### src/rtl/ofl_pkg.sv
package ofl_pkg;

   localparam int DEPTH = 256;
   localparam int IDX_W = (DEPTH > 1) ? $clog2(DEPTH) : 1;
   localparam int CNT_W = $clog2(DEPTH + 1);

   localparam int PROC_W = 6;
   localparam int PAGE_W = 8;
   localparam int FRAME_W = 8;
   localparam int ENTRY_COUNT_W = 9;
   localparam int REQ_DATA_W = 24;
   localparam int REQ_USER_W = 2;
   localparam int RSP_DATA_W = 24;

   typedef enum logic [1:0] {
      OP_APPEND   = 2'd0,
      OP_REMOVE   = 2'd1,
      OP_POP      = 2'd2,
      OP_CONTAINS = 2'd3
   } opcode_type;

   typedef enum logic [1:0] {
      ST_OK        = 2'd0,
      ST_NOT_FOUND = 2'd1,
      ST_FULL      = 2'd2,
      ST_EMPTY     = 2'd3
   } status_type;

   typedef struct packed {
      logic [PROC_W-1:0]  proc;
      logic [PAGE_W-1:0]  page;
      logic [FRAME_W-1:0] frame;
   } entry_type;

   typedef struct packed {
      logic       load_req;
      logic       write_tail;
      logic       start_scan;
      logic       run_scan;
      logic       start_pop;
      logic       start_shift_hit;
      logic       run_shift;
      logic       dec_count;
      logic       load_result;
      status_type result_status;
   } ofl_cmd_type;

   typedef struct packed {
      opcode_type op;
      logic       is_full;
      logic       is_empty;
      logic       hit;
      logic       scan_done;
      logic       shift_done;
      logic       out_free;
   } ofl_stat_type;

endpackage

### src/rtl/ofl_ctrl.sv
module ofl_ctrl (
   input  logic                  clock,
   input  logic                  reset,
   input  logic                  req_tvalid,
   output logic                  req_tready,
   input  ofl_pkg::ofl_stat_type stat,
   output ofl_pkg::ofl_cmd_type  cmd
);

   typedef enum logic [2:0] {
      S_IDLE,
      S_DECODE,
      S_SCAN,
      S_SHIFT,
      S_FINISH
   } state_type;

   state_type           state_ff;
   state_type           state_in;
   ofl_pkg::status_type code_ff;
   ofl_pkg::status_type code_in;

   always_comb begin
      state_in = state_ff;
      code_in = code_ff;
      cmd = '0;
      cmd.result_status = code_ff;
      req_tready = 1'b0;
      case (state_ff)
         S_IDLE: begin
            req_tready = 1'b1;
            if (req_tvalid) begin
               cmd.load_req = 1'b1;
               state_in = S_DECODE;
            end
         end
         S_DECODE: begin
            case (stat.op)
               ofl_pkg::OP_APPEND: begin
                  if (stat.is_full) begin
                     code_in = ofl_pkg::ST_FULL;
                  end else begin
                     cmd.write_tail = 1'b1;
                     code_in = ofl_pkg::ST_OK;
                  end
                  state_in = S_FINISH;
               end
               ofl_pkg::OP_POP: begin
                  if (stat.is_empty) begin
                     code_in = ofl_pkg::ST_EMPTY;
                     state_in = S_FINISH;
                  end else begin
                     cmd.start_pop = 1'b1;
                     code_in = ofl_pkg::ST_OK;
                     state_in = S_SHIFT;
                  end
               end
               default: begin
                  cmd.start_scan = 1'b1;
                  state_in = S_SCAN;
               end
            endcase
         end
         S_SCAN: begin
            cmd.run_scan = 1'b1;
            if (stat.hit) begin
               code_in = ofl_pkg::ST_OK;
               if (stat.op == ofl_pkg::OP_CONTAINS) begin
                  state_in = S_FINISH;
               end else begin
                  cmd.start_shift_hit = 1'b1;
                  state_in = S_SHIFT;
               end
            end else if (stat.scan_done) begin
               code_in = ofl_pkg::ST_NOT_FOUND;
               state_in = S_FINISH;
            end
         end
         S_SHIFT: begin
            cmd.run_shift = 1'b1;
            if (stat.shift_done) begin
               cmd.dec_count = 1'b1;
               state_in = S_FINISH;
            end
         end
         S_FINISH: begin
            if (stat.out_free) begin
               cmd.load_result = 1'b1;
               state_in = S_IDLE;
            end
         end
         default: begin
            state_in = S_IDLE;
         end
      endcase
   end

   always_ff @(posedge clock) begin
      if (reset) begin
         state_ff <= S_IDLE;
         code_ff <= ofl_pkg::ST_OK;
      end else begin
         state_ff <= state_in;
         code_ff <= code_in;
      end
   end

endmodule

### config.mk
export PLATFORM = sky130hd
export DESIGN_NAME = ofl_ctrl
export DESIGN_NICKNAME = d
export VERILOG_FILES = /design/src/rtl/ofl_pkg.sv /design/src/rtl/ofl_ctrl.sv
export SDC_FILE = /design/constraint.sdc
export NUM_CORES = 1
export LEC_CHECK = 0
export ABC_AREA = 0
export BUFFER_PORTS_ARGS = -buffer_cell sky130_fd_sc_hd__buf_4
export CORE_AREA = 5 5 42 44
export DETAILED_ROUTE_END_ITERATION = 6
export DIE_AREA = 0 0 47 49
export PLACE_DENSITY_LB_ADDON = 0.25
export SYNTH_ARGS = -nofsm -noshare
export SYNTH_HDL_FRONTEND = slang
export SYNTH_SLANG_ARGS = --single-unit
### constraint.sdc
create_clock -name clock -period 1.6 [get_ports clock]
set_input_delay 0.08 -clock clock [delete_from_list [all_inputs] [get_ports clock]]
set_output_delay 0.08 -clock clock [all_outputs]
set_load 0.01 [all_outputs]
; Word-level counts from Yosys, hierarchy flattened
; Index checks and enable logic that the tools add are counted.
[op_classes]
eq_ne = 11
n_mux = 33
reduce_logical = 6
[op_table]
columns = op, n
row1 = 3-bit 2-to-1 mux, 7
row2 = 1-bit 2-to-1 mux, 16
row3 = 3-bit one-hot mux with 5 select lines, 1
row4 = 2-bit 2-to-1 mux, 6
row5 = 2-bit one-hot mux with 2 select lines, 2
row6 = 3-bit by 2-bit == test with 1-bit output (second input constant), 2
row7 = 2-bit inequality test (second input constant), 3
row8 = 3-bit one-hot mux with 2 select lines, 1
row9 = 2-bit == test (second input constant), 2
row10 = 4-bit AND reduction, 1
row11 = 3-bit by 1-bit == test with 1-bit output (second input constant), 1
row12 = 3-bit == test (second input constant), 1
row13 = 3-bit logical NOT, 1
row14 = 3-bit by 1-bit inequality test with 1-bit output (second input constant), 1
row15 = 3-bit inequality test (second input constant), 1
row16 = 3-bit AND reduction, 1
row17 = 2-bit logical NOT, 1
row18 = 2-bit nonzero test, 1
row19 = 2-bit OR reduction, 1
[word_totals]
in_bits = 11
elab_cells = 52
ff_bits = 5

; Depth between registers and ports, before layout
; Gate-level depths: netlist (run 1).
[logic_depth]
ltp_word = 4
depth_mapped = 5
ltp_nobuf = 4

; Worst setup path after synthesis (run 1)
; No wires, ideal clock.
[synth_timing]
path_type = register to register
from = reg state_ff[0]
to = reg code_ff[1]
required_ps = 1530
path_stages_with_launch = 6
path_slack_ps = 435
period_less_slack_ps = 1165
arrival_ps = 1095
cell_sequence = dfxtp_1 > buf_6 > nor2_2 > and2_4 > a2111o_1 > a21oi_1
[synth_via]
elab_chain_cells = 3
word_cells_on_any_way = 7
[synth_lines]
columns = item, line_no
row1 = start: declaration, ofl_ctrl.sv:18  ; state_type state_ff;
row2 = start signal: assignment, ofl_ctrl.sv:103  ; state_ff <= state_in;
row3 = 3-bit by 1-bit == test with 1-bit output or 3-bit by 2-bit == test with 1-bit output (tied branches), ofl_ctrl.sv:29  ; case (state_ff)
row4 = 3-bit by 1-bit inequality test with 1-bit output (no line) (tied with other cells), -
row5 = 3-bit AND reduction (no line), -
row6 = end signal: assignment, ofl_ctrl.sv:101  ; code_ff <= ofl_pkg::ST_OK;
row7 = end signal: assignment, ofl_ctrl.sv:104  ; code_ff <= code_in;
row8 = end: declaration, ofl_ctrl.sv:20  ; ofl_pkg::status_type code_ff;
; Several ways; a longest one is shown, not always the timed one.
; A chain may end at the register's enable or synchronous reset.

==> metrics.yaml, run 1 <==
status:
  status: "completed"
drt:
  drt_first_pass_iters: 3
  totalWireLength_um: 1160
  via_count: 500
  via_per_inst: 5.05
  final_antenna_net_count: 0
  drc: 0
  wire_per_inst_um: 11.7
  drt_iter0_markers: 4
power_and_ir_drop:
  vdd_drop_max_mv: 0.574
  powerDensity_mw_per_mm2: 906
  power_leakage_nw: 0.294
clock_network:
  tritoncts: "yes"
  cts_sinks: 5
  clock_latency_ps: 240
  cts_max_level: 1
  cts_made_buffers: 3
  clk_path_buf_depth: 2
  cts_root_buf: "clkbuf_4"
  clk_pin_slew_ps: 40
synthesis:
  synth_top_area_cell: "dfxtp_1"
  ys_types: 30
  syn_inst: 57
  synth_flop_cell: "dfxtp_1"
  yosys_warnings: 0
  ys_seq_area_frac: 0.223
  synth_area_leaders: "dfxtp_1 22%, mux2i_1 6.7%, nor4b_4 5.3%, a21oi_1 4.5%, nor3_1 4.5%"
  syn_area_per_cell_um2: 7.86
  synth-seq-cells: 5
  synth_common_cells: "5 x dfxtp_1, 4 x a21oi_1, 4 x nand2_1, 4 x nor2_1, 4 x nor3_1"
  yosysMostFrequentCell: "dfxtp_1"
  synthDominantCellAreaShare: 0.223
  synth-edff-count: 0
  synth_area_um2: 448
  synthArstFlopShare: 0
  synth_fp_nets: 68
floorplanning:
  die_y_um: 49
  io_pins: 23
  core-area_mm2: 0.00140
  dieArea_mm2: 0.00230
  die-width_um: 47
  rows: 14
  initial_core_util: 0.320
flow_run:
  cap_violations: 0
setup_path:
  rrSetupSlack_ps: 340
  critPathKind: "register to output pin"
  worstPathRequired_ps: 1520
  worstPathMaxFanout: 10
  worstPathArrival_ps: 1370
  cp-start-kind: "register"
  crit_path_end_kind: "output pin"
cells_and_area:
  multi_input_area_um2: 313
  fillers: 156
  layout-drive-gt1-share: 0.410
  area_growth_syn_to_layout_pct: 47.2
  final-seq-area_um2: 101
  antennaDiodeCount: 0
  layout.nets: 95
timing:
  fin_skew_ps: 1.91
  worst_slack_ps: 153
  worstMarginPinSlew_ps: 347
  finalSetupTns_ps: 0
  slew_violations: 0
  fin_crit_ps: 1450
  slew_headroom: 0.762
  setup_violations: 0
  rsz0062_at_grt: "no"
  fin_crit_sh: 0.904
  hold_violations: 0
  fmax_ghz: 0.691
global_route:
  overflow: 0
  grt_start_max_net_pins: 11
  grt_pass1_vias: 486
  grt_use_total: 0.121
  grt_antenna_before_repair: 0
  grt_pass1_wl_um: 2040
min_path:
  hp-class: "input port to register"
placement:
  portBuffers: 22
  gp_congestion: 0.783
  place_ws_ps: 258
  hpwl_um: 979
[final timing paths]
check,start,endpoint,depth (start not counted)
max,state_ff[0],cmd[9],4
min,reset,code_ff[1],2
min reg2reg,code_ff[1],code_ff[1],2
max reg2reg,state_ff[2],code_ff[1],4
[cell type report]
type                    instances  share of cell area
flip-flops and latches          5               0.154
well taps                      16              0.0304
clock buffers                   4              0.0398
inverters                       3              0.0171
repair buffers                 25               0.285
multi-input cells              46               0.474
[critical path, stage by stage, from the launching register on]
cell	delay, ps
dfxtp_2	450
nor2b_1	290
nand2_1	100
nor3_1	140
buf_4	140
[routing by layer]
metal  track usage  vias up  part of all wire  routed length (µm)
met5             0        -                 0                   0
met4         0.111        0             0.041                  47
met3        0.0111        5             0.046                  53
met2         0.165       12              0.45                 519
met1         0.158      223              0.46                 535
li1              -      260                 -                   -
[cells in the final DEF, fill, tap and decap left out]
cell type  count
buf_4         25
nor3_1         4
nor2_1         4
nand2_1        4
a21oi_1        4
dfxtp_1        4
nor2b_1        3
inv_1          3
mux2i_1        3
clkbuf_4       3
and2_1         2
nand2b_1       2
and3_1         2
o21a_1         2
o21ai_0        2
nor2_2         1
and2_4         1
a21bo_2        1
nor4b_4        1
nor4_2         1
o21ai_1        1
a211oi_1       1
a31oi_1        1
o32ai_1        1
o2bb2ai_1      1
nand3_1        1
o21bai_1       1
o311a_1        1
a2111o_1       1
clkbuf_1       1
dfxtp_2        1
[registers in the layout (all words and copies together), names as in the netlist]
name / count
code_ff: 2
state_ff: 3
[stage by stage]
| step | instances | hold slack (ps) | power [mW] | area, µm² | util |
|---|---|---|---|---|---|
| floorplan | 57 | 149 | 0.351 | 448 | - |
| global placement | 95 | 292 | 0.451 | 632 | 0.451 |
| detailed placement | 95 | 299 | 0.454 | 632 | 0.451 |
| CTS | 99 | 40.5 | 0.607 | 658 | 0.470 |
| global route | 99 | 44.1 | 0.653 | 659 | 0.471 |
| finish | 99 | 49.9 | 0.597 | 659 | 0.471 |
[repair_timing]
| action | in CTS | in global routing |
|---|---|---|
| gates resized for setup | 0 | 1 |
| setup endpoints to repair | 0 | 4 |
| hold buffers | 0 | 0 |
| buffers inserted | 0 | 0 |
[power by group]
group	internal (mW)	switching, mW
clock	0.0943	0.0515
sequential	0.147	0.0356
combinational	0.141	0.127
total	0.383	0.214
[cell families after synthesis]
logic type             count (synthesis)  share of synthesized area
buffers and inverters                  6                     0.0782
flip-flops                             5                      0.223
AND/OR/NAND/NOR                       26                      0.363
multiplexers                           3                     0.0670
AO/OA/AOI/OAI                         17                      0.268
No activity file was read; power rests on OpenSTA's default activity.
==> run 2, diff against run 1 <==
- PLACE_DENSITY: not set -> 0.61
- PLACE_DENSITY_LB_ADDON: 0.25 -> not set
==> run 2 against run 1 <==
Effect of this change:
- fmax is 2.2% lower
- critical endpoint is now cmd[6]
- largest cell class unchanged
- final cell count is 1.0% lower
- sequential share of layout area is 0.18 points higher
- die area stayed put
- design area is 1.1% lower
- count of clock-buffer cells in the layout stayed put
- clock power is 8% higher
- largest power group unchanged
- first-iteration DRC count is 50% higher
- hold slack worse by 19 ps
- setup slack worse by 32 ps
==> metrics.yaml, run 2 (synthesis gave the netlist of run 1 again) <==
drt:
  drc: 0
  totalWireLength_um: 1230
  drt_first_pass_iters: 4
  via_count: 501
  final_antenna_net_count: 0
  drt_iter0_markers: 6
  via_per_inst: 5.11
  wire_per_inst_um: 12.5
floorplanning:
  die-width_um: 47
  rows: 14
  initial_core_util: 0.320
  dieArea_mm2: 0.00230
  die_y_um: 49
  core-area_mm2: 0.00140
  io_pins: 23
power_and_ir_drop:
  power_mw: 0.605
  power_frac_seq: 0.308
  vdd_drop_max_mv: 0.458
  p_sw_frac: 0.372
  net-switching-power_mw: 0.225
  intPower_mw: 0.380
  p_clk_frac: 0.261
  combPwrFrac: 0.431
  power_leakage_nw: 0.289
  powerDensity_mw_per_mm2: 929
setup_path:
  crit_path_end_kind: "output pin"
  r2r_end: "code_ff[1]"
  cp-start-kind: "register"
  critPathKind: "register to output pin"
  rrSetupSlack_ps: 260
  worstPathArrival_ps: 1400
  reg2reg_depth: 4
  worstPathMaxFanout: 10
  r2r-start: "state_ff[2]"
  worstPathRequired_ps: 1520
timing:
  rsz0062_at_grt: "no"
  fmax_ghz: 0.676
  finalSetupTns_ps: 0
  fin_crit_ps: 1480
  worstMarginPinSlew_ps: 416
  fin_crit_sh: 0.924
  slew_headroom: 0.722
  hold_violations: 0
  setup_violations: 0
  slew_violations: 0
  fin_skew_ps: 3.08
flow_run:
  cap_violations: 0
cells_and_area:
  area_growth_syn_to_layout_pct: 45.5
  layout.nets: 94
  fillers: 151
  layout_commonest_cell: "buf_4"
  layout-drive-gt1-share: 0.402
  antennaDiodeCount: 0
  reg_top3: "state_ff x3, code_ff x2"
  final-seq-area_um2: 101
  top_register: "state_ff"
  multi_input_area_um2: 313
  largest_reg_flops: 3
min_path:
  min_to: "code_ff[1]"
  hp-class: "input port to register"
  worstHoldStart: "reset"
  holdPathStages: 2
global_route:
  grt_start_max_net_pins: 11
  grt_use_total: 0.129
  overflow: 0
  grt_pass1_wl_um: 2080
  grt_antenna_before_repair: 0
  grt_pass1_vias: 473
status:
  status: "completed"
clock_network:
  tritoncts: "yes"
  clock_latency_ps: 250
  clk_path_buf_depth: 2
  cts_made_buffers: 3
  cts_root_buf: "clkbuf_4"
  clk_pin_slew_ps: 50
  holdBufCountCts: 0
  cts_sinks: 5
  cts_max_level: 1
placement:
  hpwl_um: 1010
  gp_congestion: 0.716
  portBuffers: 22
[run 2: layer usage]
layer,track usage,share of wire,up-vias
li1,-,-,262
met1,0.154,0.45,218
met2,0.176,0.43,16
met3,0.0295,0.070,5
met4,0.124,0.044,0
met5,0,0,-
[run 2: worst max-delay path by stage]
stage | slack (ps) | depth (start not counted) | from | to
6_report | 120 | 3 | state_ff[2] | cmd[6]
5_1_grt | 9 | 4 | state_ff[0] | cmd[9]
4_1_cts | 3 | 4 | state_ff[0] | cmd[9]
3_5_place_dp | 260 | 4 | state_ff[2] | code_ff[1]
3_3_place_gp | 270 | 5 | state_ff[2] | state_ff[2]
2_1_floorplan | 440 | 5 | state_ff[0] | code_ff[1]
[run 2: power groups by stage]
stage / logic (mW) / clock network [mW] / registers, mW
2_1_floorplan: 0.189 / 0 / 0.161
3_3_place_gp: 0.264 / 0 / 0.185
3_5_place_dp: 0.264 / 0 / 0.187
4_1_cts: 0.265 / 0.164 / 0.185
5_1_grt: 0.291 / 0.171 / 0.192
6_report: 0.261 / 0.158 / 0.187
[run 2: layout make-up]
class | instances | share of cell area
Clock buffer | 4 | 0.0403
Timing Repair Buffer | 24 | 0.276
Tap cell | 16 | 0.0307
Sequential cell | 5 | 0.155
Inverter | 3 | 0.0173
Multi-Input combinational cell | 46 | 0.480
[run 2: worst max-delay path, cell delays in order (launching register included)]
cell	delay, ps
dfxtp_1	430
nand2b_1	240
nor4_2	300
buf_4	180
[run 2: what timing repair did]
action                                  in CTS  in global routing
gates resized for setup                      0                  1
endpoints found under the setup margin       0                  4
setup buffers                                0                  0
[run 2: through the flow]
stage | utilization | cell area [µm²] | hold slack (ps) | worst slack (ps) | instances
6_report | 0.465 | 652 | 31.1 | 122 | 98
5_1_grt | 0.465 | 652 | 26.6 | 9.35 | 98
4_1_cts | 0.464 | 651 | 26.2 | 3.00 | 98
3_5_place_dp | 0.446 | 624 | 293 | 255 | 94
3_3_place_gp | 0.446 | 624 | 292 | 269 | 94
2_1_floorplan | - | 448 | 149 | 435 | 57
